## src/rtl/dct_pkg.sv

```systemverilog
// ----------------------------------------------------------------------------
// dct_pkg
// Shared types, codes and character classes for the DSL character tokenizer.
// ----------------------------------------------------------------------------
package dct_pkg;

  // Default widths of the position and length fields.
  localparam int POSITION_BITS_DEF = 16;
  localparam int LENGTH_BITS_DEF   = 8;

  // Fixed field widths.
  localparam int CHAR_W    = 21;
  localparam int KIND_W    = 5;
  localparam int PREFIX_W  = 28;
  localparam int ASCII_W   = 7;
  localparam int IN_DATA_W = 24;

  // Token queue depth; a power of two so the pointers wrap by themselves.
  localparam int FIFO_DEPTH = 4;

  // Scan modes.
  typedef enum logic [2:0] {
    MODE_IDLE    = 3'd0,
    MODE_NUMBER  = 3'd1,
    MODE_IDENT   = 3'd2,
    MODE_COMMENT = 3'd3,
    MODE_DONE    = 3'd4
  } mode_t;

  // Token kinds.
  localparam logic [KIND_W-1:0] K_NUMBER  = 5'd0;
  localparam logic [KIND_W-1:0] K_IDENT   = 5'd1;
  localparam logic [KIND_W-1:0] K_D       = 5'd2;
  localparam logic [KIND_W-1:0] K_LAP     = 5'd3;
  localparam logic [KIND_W-1:0] K_I       = 5'd4;
  localparam logic [KIND_W-1:0] K_HBAR    = 5'd5;
  localparam logic [KIND_W-1:0] K_PSI     = 5'd6;
  localparam logic [KIND_W-1:0] K_PARTIAL = 5'd7;
  localparam logic [KIND_W-1:0] K_NABLA   = 5'd8;
  localparam logic [KIND_W-1:0] K_BRA     = 5'd9;
  localparam logic [KIND_W-1:0] K_KET     = 5'd10;
  localparam logic [KIND_W-1:0] K_ARROW   = 5'd11;
  localparam logic [KIND_W-1:0] K_PLUS    = 5'd12;
  localparam logic [KIND_W-1:0] K_MINUS   = 5'd13;
  localparam logic [KIND_W-1:0] K_STAR    = 5'd14;
  localparam logic [KIND_W-1:0] K_SLASH   = 5'd15;
  localparam logic [KIND_W-1:0] K_EQUAL   = 5'd16;
  localparam logic [KIND_W-1:0] K_CARET   = 5'd17;
  localparam logic [KIND_W-1:0] K_LPAREN  = 5'd18;
  localparam logic [KIND_W-1:0] K_RPAREN  = 5'd19;
  localparam logic [KIND_W-1:0] K_LBRACK  = 5'd20;
  localparam logic [KIND_W-1:0] K_RBRACK  = 5'd21;
  localparam logic [KIND_W-1:0] K_COMMA   = 5'd22;
  localparam logic [KIND_W-1:0] K_INVALID = 5'd23;
  localparam logic [KIND_W-1:0] K_END     = 5'd24;

  // Character codes.
  localparam logic [CHAR_W-1:0] CH_NUL     = 21'h00000;
  localparam logic [CHAR_W-1:0] CH_TAB     = 21'h00009;
  localparam logic [CHAR_W-1:0] CH_LF      = 21'h0000A;
  localparam logic [CHAR_W-1:0] CH_CR      = 21'h0000D;
  localparam logic [CHAR_W-1:0] CH_SPACE   = 21'h00020;
  localparam logic [CHAR_W-1:0] CH_HASH    = 21'h00023;
  localparam logic [CHAR_W-1:0] CH_LPAREN  = 21'h00028;
  localparam logic [CHAR_W-1:0] CH_RPAREN  = 21'h00029;
  localparam logic [CHAR_W-1:0] CH_STAR    = 21'h0002A;
  localparam logic [CHAR_W-1:0] CH_PLUS    = 21'h0002B;
  localparam logic [CHAR_W-1:0] CH_COMMA   = 21'h0002C;
  localparam logic [CHAR_W-1:0] CH_MINUS   = 21'h0002D;
  localparam logic [CHAR_W-1:0] CH_DOT     = 21'h0002E;
  localparam logic [CHAR_W-1:0] CH_SLASH   = 21'h0002F;
  localparam logic [CHAR_W-1:0] CH_0       = 21'h00030;
  localparam logic [CHAR_W-1:0] CH_9       = 21'h00039;
  localparam logic [CHAR_W-1:0] CH_EQUAL   = 21'h0003D;
  localparam logic [CHAR_W-1:0] CH_UPPER_A = 21'h00041;
  localparam logic [CHAR_W-1:0] CH_UPPER_Z = 21'h0005A;
  localparam logic [CHAR_W-1:0] CH_LBRACK  = 21'h0005B;
  localparam logic [CHAR_W-1:0] CH_RBRACK  = 21'h0005D;
  localparam logic [CHAR_W-1:0] CH_CARET   = 21'h0005E;
  localparam logic [CHAR_W-1:0] CH_UNDER   = 21'h0005F;
  localparam logic [CHAR_W-1:0] CH_LOWER_A = 21'h00061;
  localparam logic [CHAR_W-1:0] CH_LOWER_Z = 21'h0007A;
  localparam logic [CHAR_W-1:0] CH_BAR     = 21'h0007C;
  localparam logic [CHAR_W-1:0] CH_PSI     = 21'h003C8;
  localparam logic [CHAR_W-1:0] CH_ARROW   = 21'h02192;
  localparam logic [CHAR_W-1:0] CH_PARTIAL = 21'h02202;
  localparam logic [CHAR_W-1:0] CH_NABLA   = 21'h02207;
  localparam logic [CHAR_W-1:0] CH_BRA     = 21'h027E8;

  // Keyword spellings, first character in the low bits.
  localparam logic [PREFIX_W-1:0] KW_D    = 28'h0000064;
  localparam logic [PREFIX_W-1:0] KW_I    = 28'h0000069;
  localparam logic [PREFIX_W-1:0] KW_LAP  = {7'd0, 7'h70, 7'h61, 7'h6C};
  localparam logic [PREFIX_W-1:0] KW_PSI  = {7'd0, 7'h69, 7'h73, 7'h70};
  localparam logic [PREFIX_W-1:0] KW_HBAR = {7'h72, 7'h61, 7'h62, 7'h68};

  // Push request from the lexer into the token queue.
  typedef struct packed {
    logic first;
    logic second;
  } push_t;

  function automatic logic is_digit(input logic [CHAR_W-1:0] c);
    return (c >= CH_0) && (c <= CH_9);
  endfunction

  function automatic logic is_alpha(input logic [CHAR_W-1:0] c);
    return ((c >= CH_LOWER_A) && (c <= CH_LOWER_Z)) ||
           ((c >= CH_UPPER_A) && (c <= CH_UPPER_Z)) || (c == CH_UNDER);
  endfunction

  function automatic logic is_space(input logic [CHAR_W-1:0] c);
    return (c == CH_SPACE) || (c == CH_TAB) || (c == CH_LF) || (c == CH_CR);
  endfunction

  // Kind of a single-character symbol; anything unknown is invalid.
  function automatic logic [KIND_W-1:0] symbol_kind(input logic [CHAR_W-1:0] c);
    logic [KIND_W-1:0] k;
    unique case (c)
      CH_PARTIAL: k = K_PARTIAL;
      CH_NABLA:   k = K_NABLA;
      CH_BRA:     k = K_BRA;
      CH_BAR:     k = K_KET;
      CH_ARROW:   k = K_ARROW;
      CH_PSI:     k = K_PSI;
      CH_PLUS:    k = K_PLUS;
      CH_MINUS:   k = K_MINUS;
      CH_STAR:    k = K_STAR;
      CH_SLASH:   k = K_SLASH;
      CH_EQUAL:   k = K_EQUAL;
      CH_CARET:   k = K_CARET;
      CH_LPAREN:  k = K_LPAREN;
      CH_RPAREN:  k = K_RPAREN;
      CH_LBRACK:  k = K_LBRACK;
      CH_RBRACK:  k = K_RBRACK;
      CH_COMMA:   k = K_COMMA;
      default:    k = K_INVALID;
    endcase
    return k;
  endfunction

endpackage

```

## src/rtl/dct_lexer.sv

```systemverilog
// ----------------------------------------------------------------------------
// dct_lexer
// Input register and scan state; turns each character into zero, one or two
// tokens that are pushed into the token queue.
// ----------------------------------------------------------------------------
module dct_lexer
  import dct_pkg::*;
#(
  parameter int POSITION_BITS = POSITION_BITS_DEF,
  parameter int LENGTH_BITS   = LENGTH_BITS_DEF,
  parameter int TOK_W         = KIND_W + 2 * POSITION_BITS + LENGTH_BITS + 1
) (
  input  logic              clk,
  input  logic              rst_n,
  input  logic              in_valid,
  output logic              in_ready,
  input  logic [CHAR_W-1:0] in_char,
  input  logic              in_end,
  input  logic              room,
  output push_t             push,
  output logic [TOK_W-1:0]  tok0,
  output logic [TOK_W-1:0]  tok1
);

  localparam int P = POSITION_BITS;
  localparam int L = LENGTH_BITS;

  // Input register.
  logic              v_r, v_nxt;
  logic [CHAR_W-1:0] c_r;
  logic              eoi_r;

  // Scan state.
  mode_t             mode_r, mode_nxt;
  logic              dot_r, dot_nxt;
  logic [P-1:0]      line_r, line_nxt;
  logic [P-1:0]      col_r, col_nxt;
  logic [P-1:0]      sline_r, sline_nxt;
  logic [P-1:0]      scol_r, scol_nxt;
  logic [L-1:0]      run_r, run_nxt;
  logic [PREFIX_W-1:0] prefix_r, prefix_nxt;

  logic              adv;
  logic              eoi;
  logic              fall;
  logic              t0_v, t1_v;
  logic [KIND_W-1:0] t0_kind, t1_kind, id_kind;
  logic [P-1:0]      t1_line, t1_col;
  logic [L-1:0]      t1_len, run_inc;
  logic [TOK_W-1:0]  t0, t1;

  // The held item is processed once the queue has room for two tokens.
  assign adv      = v_r && room;
  assign in_ready = !v_r || room;

  always_comb begin
    v_nxt = v_r;
    if (in_valid && in_ready) begin
      v_nxt = 1'b1;
    end else if (adv) begin
      v_nxt = 1'b0;
    end
  end

  always_ff @(posedge clk) begin
    if (!rst_n) begin
      v_r <= 1'b0;
    end else begin
      v_r <= v_nxt;
    end
  end

  always_ff @(posedge clk) begin
    if (in_valid && in_ready) begin
      c_r   <= in_char;
      eoi_r <= in_end;
    end
  end

  // Keyword match on the first characters of an identifier.
  always_comb begin
    id_kind = K_IDENT;
    if (run_r == L'(1) && prefix_r == KW_D) begin
      id_kind = K_D;
    end else if (run_r == L'(1) && prefix_r == KW_I) begin
      id_kind = K_I;
    end else if (run_r == L'(3) && prefix_r == KW_LAP) begin
      id_kind = K_LAP;
    end else if (run_r == L'(3) && prefix_r == KW_PSI) begin
      id_kind = K_PSI;
    end else if (run_r == L'(4) && prefix_r == KW_HBAR) begin
      id_kind = K_HBAR;
    end
  end

  assign run_inc = (&run_r) ? run_r : run_r + L'(1);

  // Per-character scan step.
  always_comb begin
    mode_nxt   = mode_r;
    dot_nxt    = dot_r;
    line_nxt   = line_r;
    col_nxt    = col_r;
    sline_nxt  = sline_r;
    scol_nxt   = scol_r;
    run_nxt    = run_r;
    prefix_nxt = prefix_r;
    fall       = 1'b1;
    t0_v       = 1'b0;
    t0_kind    = K_NUMBER;
    t1_v       = 1'b0;
    t1_kind    = K_END;
    t1_line    = line_r;
    t1_col     = col_r;
    t1_len     = '0;
    eoi        = eoi_r || (c_r == CH_NUL);

    // Line and column counting on the character itself.
    if (!eoi_r) begin
      if (c_r == CH_LF) begin
        if (!(&line_r)) begin
          line_nxt = line_r + P'(1);
        end
        col_nxt = '0;
      end else if (!(&col_r)) begin
        col_nxt = col_r + P'(1);
      end
    end

    // Continue or close the current run.
    unique case (mode_r)
      MODE_NUMBER: begin
        if (!eoi && (is_digit(c_r) || (c_r == CH_DOT && !dot_r))) begin
          if (c_r == CH_DOT) begin
            dot_nxt = 1'b1;
          end
          run_nxt = run_inc;
          fall    = 1'b0;
        end else begin
          t0_v     = 1'b1;
          t0_kind  = K_NUMBER;
          mode_nxt = MODE_IDLE;
        end
      end
      MODE_IDENT: begin
        if (!eoi && (is_alpha(c_r) || is_digit(c_r))) begin
          unique case (run_r)
            L'(1):   prefix_nxt = prefix_r | {7'd0, 7'd0, c_r[ASCII_W-1:0], 7'd0};
            L'(2):   prefix_nxt = prefix_r | {7'd0, c_r[ASCII_W-1:0], 7'd0, 7'd0};
            L'(3):   prefix_nxt = prefix_r | {c_r[ASCII_W-1:0], 7'd0, 7'd0, 7'd0};
            default: prefix_nxt = prefix_r;
          endcase
          run_nxt = run_inc;
          fall    = 1'b0;
        end else begin
          t0_v     = 1'b1;
          t0_kind  = id_kind;
          mode_nxt = MODE_IDLE;
        end
      end
      MODE_COMMENT: begin
        if (!eoi) begin
          if (c_r == CH_LF) begin
            mode_nxt = MODE_IDLE;
          end
          fall = 1'b0;
        end else begin
          mode_nxt = MODE_IDLE;
        end
      end
      MODE_DONE: begin
        fall = 1'b0;
      end
      default: begin
      end
    endcase

    // Handle the character afresh from the idle mode.
    if (fall) begin
      t1_line = line_nxt;
      t1_col  = col_nxt;
      if (eoi) begin
        t1_v     = 1'b1;
        t1_kind  = K_END;
        t1_len   = '0;
        mode_nxt = MODE_DONE;
      end else if (is_space(c_r)) begin
        t1_v = 1'b0;
      end else if (c_r == CH_HASH) begin
        mode_nxt = MODE_COMMENT;
      end else if (is_digit(c_r) || is_alpha(c_r)) begin
        mode_nxt   = is_digit(c_r) ? MODE_NUMBER : MODE_IDENT;
        sline_nxt  = line_nxt;
        scol_nxt   = col_nxt;
        run_nxt    = L'(1);
        dot_nxt    = 1'b0;
        prefix_nxt = is_digit(c_r) ? '0 : PREFIX_W'(c_r[ASCII_W-1:0]);
      end else begin
        t1_v    = 1'b1;
        t1_kind = symbol_kind(c_r);
        t1_len  = L'(1);
      end
    end
  end

  // Token words: {last, length, column, line, kind}.
  assign t0 = {!t1_v, run_r, scol_r, sline_r, t0_kind};
  assign t1 = {1'b1, t1_len, t1_col, t1_line, t1_kind};

  // Pack the tokens so the first pushed one is always tok0.
  always_comb begin
    push.first  = adv && (t0_v || t1_v);
    push.second = adv && t0_v && t1_v;
    tok0        = t0_v ? t0 : t1;
    tok1        = t1;
  end

  always_ff @(posedge clk) begin
    if (!rst_n) begin
      mode_r   <= MODE_IDLE;
      dot_r    <= 1'b0;
      line_r   <= P'(1);
      col_r    <= '0;
      sline_r  <= P'(1);
      scol_r   <= '0;
      run_r    <= '0;
      prefix_r <= '0;
    end else if (adv) begin
      mode_r   <= mode_nxt;
      dot_r    <= dot_nxt;
      line_r   <= line_nxt;
      col_r    <= col_nxt;
      sline_r  <= sline_nxt;
      scol_r   <= scol_nxt;
      run_r    <= run_nxt;
      prefix_r <= prefix_nxt;
    end
  end

endmodule

```

## src/rtl/dct_token_fifo.sv

```systemverilog
// ----------------------------------------------------------------------------
// dct_token_fifo
// Small token queue that takes up to two tokens a cycle and hands out one.
// ----------------------------------------------------------------------------
module dct_token_fifo
  import dct_pkg::*;
#(
  parameter int TOK_W = KIND_W + 2 * POSITION_BITS_DEF + LENGTH_BITS_DEF + 1
) (
  input  logic             clk,
  input  logic             rst_n,
  input  push_t            push,
  input  logic [TOK_W-1:0] tok0,
  input  logic [TOK_W-1:0] tok1,
  output logic             room,
  output logic             out_valid,
  input  logic             out_ready,
  output logic [TOK_W-1:0] out_tok
);

  localparam int PTR_W = $clog2(FIFO_DEPTH);
  localparam int CNT_W = PTR_W + 1;

  logic [TOK_W-1:0] mem [FIFO_DEPTH];
  logic [PTR_W-1:0] wr_r, wr_nxt;
  logic [PTR_W-1:0] rd_r, rd_nxt;
  logic [CNT_W-1:0] cnt_r, cnt_nxt;
  logic             pop;

  assign pop       = out_valid && out_ready;
  assign out_valid = (cnt_r != '0);
  assign out_tok   = mem[rd_r];
  assign room      = (cnt_r <= CNT_W'(FIFO_DEPTH - 2));

  // Pointer and fill count update.
  always_comb begin
    wr_nxt  = wr_r + PTR_W'(push.first) + PTR_W'(push.second);
    rd_nxt  = rd_r + PTR_W'(pop);
    cnt_nxt = cnt_r + CNT_W'(push.first) + CNT_W'(push.second) - CNT_W'(pop);
  end

  always_ff @(posedge clk) begin
    if (!rst_n) begin
      wr_r  <= '0;
      rd_r  <= '0;
      cnt_r <= '0;
    end else begin
      wr_r  <= wr_nxt;
      rd_r  <= rd_nxt;
      cnt_r <= cnt_nxt;
    end
  end

  // Token storage.
  always_ff @(posedge clk) begin
    if (push.first) begin
      mem[wr_r] <= tok0;
    end
    if (push.second) begin
      mem[wr_r + PTR_W'(1)] <= tok1;
    end
  end

endmodule

```

## src/rtl/dsl_character_tokenizer_core.sv

```systemverilog
// ----------------------------------------------------------------------------
// dsl_character_tokenizer_core
// Character-stream tokenizer for a small physics DSL.
// ----------------------------------------------------------------------------
// Usage:
//   The input stream carries one Unicode code point per request in
//   in_tdata; in_tlast marks the end of the stream. A zero code point also
//   ends the stream. Each token leaves on the output stream with its kind,
//   line, column and length in out_tdata; out_tlast is set on the final
//   token caused by one input character.
//   An accepted character is held in the input register until the queue has
//   room for two tokens; then its tokens are registered into a four-entry
//   token queue, from which the first token is offered on the output stream.
//   One character is accepted every cycle while the queue has room for two
//   tokens; a character that yields two tokens hands them out one after the
//   other, one per output transfer.
//   After reset the scanner is idle at line 1, column 0, with an empty queue.
//   When the receiver stalls, tokens wait in the queue; in_tready drops
//   once fewer than two entries are free and a character is held. After
//   the end token every later character is taken and gives nothing.
// ----------------------------------------------------------------------------
module dsl_character_tokenizer_core
  import dct_pkg::*;
#(
  parameter int POSITION_BITS = POSITION_BITS_DEF,
  parameter int LENGTH_BITS   = LENGTH_BITS_DEF,
  parameter int OUT_DATA_W    = ((KIND_W + 2 * POSITION_BITS + LENGTH_BITS + 7) / 8) * 8
) (
  input  logic                  clk,
  input  logic                  rst_n,
  input  logic                  in_tvalid,
  output logic                  in_tready,
  input  logic [IN_DATA_W-1:0]  in_tdata,   // [20:0] char_code, rest zero
  input  logic                  in_tlast,   // end_of_input
  output logic                  out_tvalid,
  input  logic                  out_tready,
  output logic [OUT_DATA_W-1:0] out_tdata,  // token_kind, token_line, token_column,
                                            // lexeme_length, then zero fill
  output logic                  out_tlast   // last_of_item
);

  localparam int TOK_W = KIND_W + 2 * POSITION_BITS + LENGTH_BITS + 1;

  push_t            push;
  logic [TOK_W-1:0] tok0, tok1, head;
  logic             room;

  // Scanner with its input register.
  dct_lexer #(
    .POSITION_BITS (POSITION_BITS),
    .LENGTH_BITS   (LENGTH_BITS),
    .TOK_W         (TOK_W)
  ) u_lexer (
    .clk      (clk),
    .rst_n    (rst_n),
    .in_valid (in_tvalid),
    .in_ready (in_tready),
    .in_char  (in_tdata[CHAR_W-1:0]),
    .in_end   (in_tlast),
    .room     (room),
    .push     (push),
    .tok0     (tok0),
    .tok1     (tok1)
  );

  // Token queue toward the receiver.
  dct_token_fifo #(
    .TOK_W (TOK_W)
  ) u_fifo (
    .clk       (clk),
    .rst_n     (rst_n),
    .push      (push),
    .tok0      (tok0),
    .tok1      (tok1),
    .room      (room),
    .out_valid (out_tvalid),
    .out_ready (out_tready),
    .out_tok   (head)
  );

  // The top bit of a token word is its last flag.
  assign out_tdata = OUT_DATA_W'(head[TOK_W-2:0]);
  assign out_tlast = head[TOK_W-1];

endmodule
```

## config.mk

```make
export PLATFORM = sky130hd
export DESIGN_NAME = dsl_character_tokenizer_core
export DESIGN_NICKNAME = d
export VERILOG_FILES = /design/src/rtl/dct_pkg.sv /design/src/rtl/dct_lexer.sv /design/src/rtl/dct_token_fifo.sv /design/src/rtl/dsl_character_tokenizer_core.sv
export SDC_FILE = /design/constraint.sdc
export NUM_CORES = 1
export LEC_CHECK = 0
export CORE_ASPECT_RATIO = 1.5
export CORE_MARGIN = 1.5
export CORE_UTILIZATION = 35
export DETAILED_ROUTE_END_ITERATION = 7
export DONT_BUFFER_PORTS = 1
export PLACE_DENSITY_LB_ADDON = 0.25
export SETUP_SLACK_MARGIN = 0.3
export SLEW_MARGIN = 0
export SYNTH_ARGS = -nofsm -noshare
export SYNTH_HDL_FRONTEND = slang
export SYNTH_SLANG_ARGS = --single-unit
```

## constraint.sdc

```tcl
create_clock -name clk -period 3.65 [get_ports clk]
set_input_delay 0.1825 -clock clk [delete_from_list [all_inputs] [get_ports clk]]
set_output_delay 0.1825 -clock clk [all_outputs]
set_load 0.02 [all_outputs]
```

==> metrics.txt <==
status=finished, violations left; failing checks=setup timing; Post-synth EDFFs=174; WHS Path Cells=3; Arr. time, crit path=4060 ps; Fmax=272.7 MHz; site row count=98; DR iter-0 viols=1228; Port Buf Inserts=0; share of layout cells above drive strength 1=0.2877; largest net degree at the start of global routing=56; Vias/cell=6.051; kind of end point of the critical path=register; Clock Power Share=0.352; antenna diode count=0; crit path from=u_lexer.c_r[19]; setup_tns=-31.46 ps; Internal Power=0.007146 W; net switching power figure=0.003209 W; CP Launch Type=register; fin crit period=3667 ps; Max clock buf depth=3; total power draw=0.01035 W; R2R cell count=14; Synth Instances=1738; Hold/Removal Path Class=in2reg; Power Density=453.4 nW/um^2; htree depth=2; synthesized cell area=16910 um^2; Worst Setup Slack, final=-17.32 ps; worst reg2reg startpoint=u_lexer.c_r[19]; routability cong.=0.8872; global-route wire length before repair=89.96 mm; Clock Latency Late Sink=540 ps; combinational share of power=0.238; Crit Path Category=reg2reg; Net Sw Frac=0.3099; placed cell area=18430 um^2; vias in the first global route=15210; GR Util All Layers=0.2369; Max-Cap Viols=0; TritonCTS clock tree=done; Starting Density=0.3545; syn_area_per_cell=9.729 um^2; Final Skew=24.38 ps; RSZ-0062 raised after global routing=yes; Seq cells post-synth=318; Die H=272.2 um; worst-path fanout max=5; sequential fraction of the synthesis area=0.4795; post-synthesis compound-gate area fraction=0.1652; yosys warns=0; dpl hpwl=35.51 mm; worst slew pin tran=1072 ps; max-slew violations=0; die width=182.5 um; P&R area growth vs syn=35.05%; Synth Area in Simple Gates=0.1971; Leak=7.414 nW; CORE AREA=47700 um^2; io pins=80; Distinct cells, synth=90; hold path start=rst_n; initial antenna violation count=0; Antenna Nets Post-Route=0; drt total wl=62.72 mm; mux cell area share after synthesis=0.07674; Primary FF master, synth=edfxtp_1; Fillers=4153; Sink Count=318; async set-reset flop share out of synthesis=0; die footprint=49670 um^2; wire length per cell=24.80 um; commonest non-fill, non-tap cell in the layout=nand2_1; post-synthesis xor/xnor area fraction=0.03108; post-synthesis adder-cell area fraction=0.009324; Min Hold Slack=1.250 ps; largest family of logic cells by synthesized area=simple AND/OR/NAND/NOR gates; drc violations=0; Final Hold Vio Count=0; Peak VDD IR=353.2 uV; via count=15300; Finished Cell Area=22840 um^2; Reg power frac=0.410; most frequent cells in the layout=nand2_1, edfxtp_1, dfxtp_1; Max transition margin=0.2855; Worst Path Required=4040 ps; CTS buffer count=35; Pre-antenna DRT Iters=5; Nets=1943; Clock Pin Slew Worst Setup and Hold Paths=60 ps; period utilization=1.005; total global routing overflow=0; final setup violation count=2; CTS Root Buffer Type=clkbuf_16
[worst max-delay path, cell delays in order (launching register included)]
cell	delay, ps
edfxtp_1	350
or4_4	580
or4_4	520
a2111oi_4	330
o22ai_4	150
a31oi_4	170
or3_4	160
ha_4	200
xnor2_2	140
ha_2	190
inv_2	70
o31ai_4	80
fa_2	370
xor2_1	160
nor2_1	50
[cells by family (layout without fill, tap and decap cells)]
family / Yosys count / in the layout
flip-flops: 318 / 318
XOR/XNOR: 60 / 60
other: 1 / 3
AND/OR/NAND/NOR: 679 / 681
AO/OA/AOI/OAI: 428 / 428
multiplexers: 72 / 72
adder cells (fa/ha/maj): 12 / 12
buffers and inverters: 168 / 355
[Yosys cell counts (5+ instances only)]
library cell	n	area, um^2
nand2_1	236	885.9
edfxtp_1	174	5225
nor2_1	154	578.1
dfxtp_1	144	2883
o21ai_0	144	720.7
clkbuf_1	96	360.4
nand3_1	67	335.3
a21oi_1	62	310.3
mux4_2	46	1036
xnor2_1	39	341.6
o2bb2ai_1	37	324.1
o22ai_1	34	212.7
a31oi_1	28	175.2
nor3_1	28	140.1
buf_2	25	125.1
mux2i_1	25	250.2
or3_1	23	143.9
buf_1	21	78.83
nor4_1	21	131.4
xor2_1	21	183.9
a211oi_1	20	150.1
nand4_1	19	118.9
or4_1	18	135.1
and2_1	17	106.4
inv_1	17	63.81
o21a_1	17	127.6
and3_1	15	93.84
nand2b_1	13	81.33
o211ai_1	12	90.09
ha_1	11	137.6
o21ai_1	9	45.04
or2_2	9	56.30
nand3b_1	8	60.06
a22o_1	6	52.55
nor2b_1	6	37.54
nor4b_1	6	52.55
nor3b_1	5	37.54
[layout make-up]
class                   count  area (um^2)  area share
repair inverters           10        162.7    0.007123
multi-input cells        1256         9356      0.4097
clock buffers              48         1007     0.04411
clock inverters            16        171.4    0.007506
well taps                 600        750.7     0.03287
flip-flops and latches    318         8113      0.3553
repair buffers            261         3131      0.1371
inverters                  20        143.9    0.006301
[flip-flops by register name, summed over array words and instances (netlist names), 8 cells and up]
register	count
u_fifo.mem	184
u_lexer.c_r	21
u_lexer.col_r	16
u_lexer.line_r	16
u_lexer.prefix_r	28
u_lexer.run_r	8
u_lexer.scol_r	16
u_lexer.sline_r	16
[per-stage QoR]
stage | setup slack (ps) | cells | utilization
floorplan | -64.11 | 1740 | -
global route | -136.5 | 2529 | 0.4788
detailed placement | -68.28 | 2323 | 0.3863
CTS | 14.45 | 2491 | 0.4554
finish | -17.32 | 2529 | 0.4788
global placement | -53.02 | 2323 | 0.3863
[path summary, 6_finish.rpt]
| path | end | slack (ps) |
|---|---|---|
| max | u_fifo.cnt_r[2] | -20 |
| min | u_lexer.run_r[1] | 1 |
| max reg2reg | u_fifo.cnt_r[2] | -20 |
| min reg2reg | u_lexer.prefix_r[15] | 460 |
[power groups by stage]
stage	logic, W	registers (W)	clock network [W]
2_1_floorplan	0.00149	0.00411	0
3_3_place_gp	0.00200	0.00431	0
3_5_place_dp	0.00201	0.00432	0
4_1_cts	0.00235	0.00425	0.00370
5_1_grt	0.00257	0.00428	0.00383
6_report	0.00247	0.00424	0.00365
[per-layer routing]
layer | wire (um) | GRT usage | part of all wire | vias to the layer above
met4 | 4374 | 0.1455 | 0.070 | 0
met2 | 32060 | 0.4321 | 0.51 | 748
met5 | 0 | 0 | 0 | -
met3 | 4134 | 0.03557 | 0.066 | 244
li1 | - | - | - | 6818
met1 | 22150 | 0.2563 | 0.35 | 7493
[timing repair]
action | in CTS | in global routing
endpoints found under the hold margin | 52 | 0
resized for setup | 206 | 182
setup buffers | 56 | 24
gates cloned | 23 | 14
pin swaps | 76 | 41
setup endpoints to repair | 360 | 404
hold buffers | 25 | 0
Note: power is estimated with default switching activity, not from simulation.
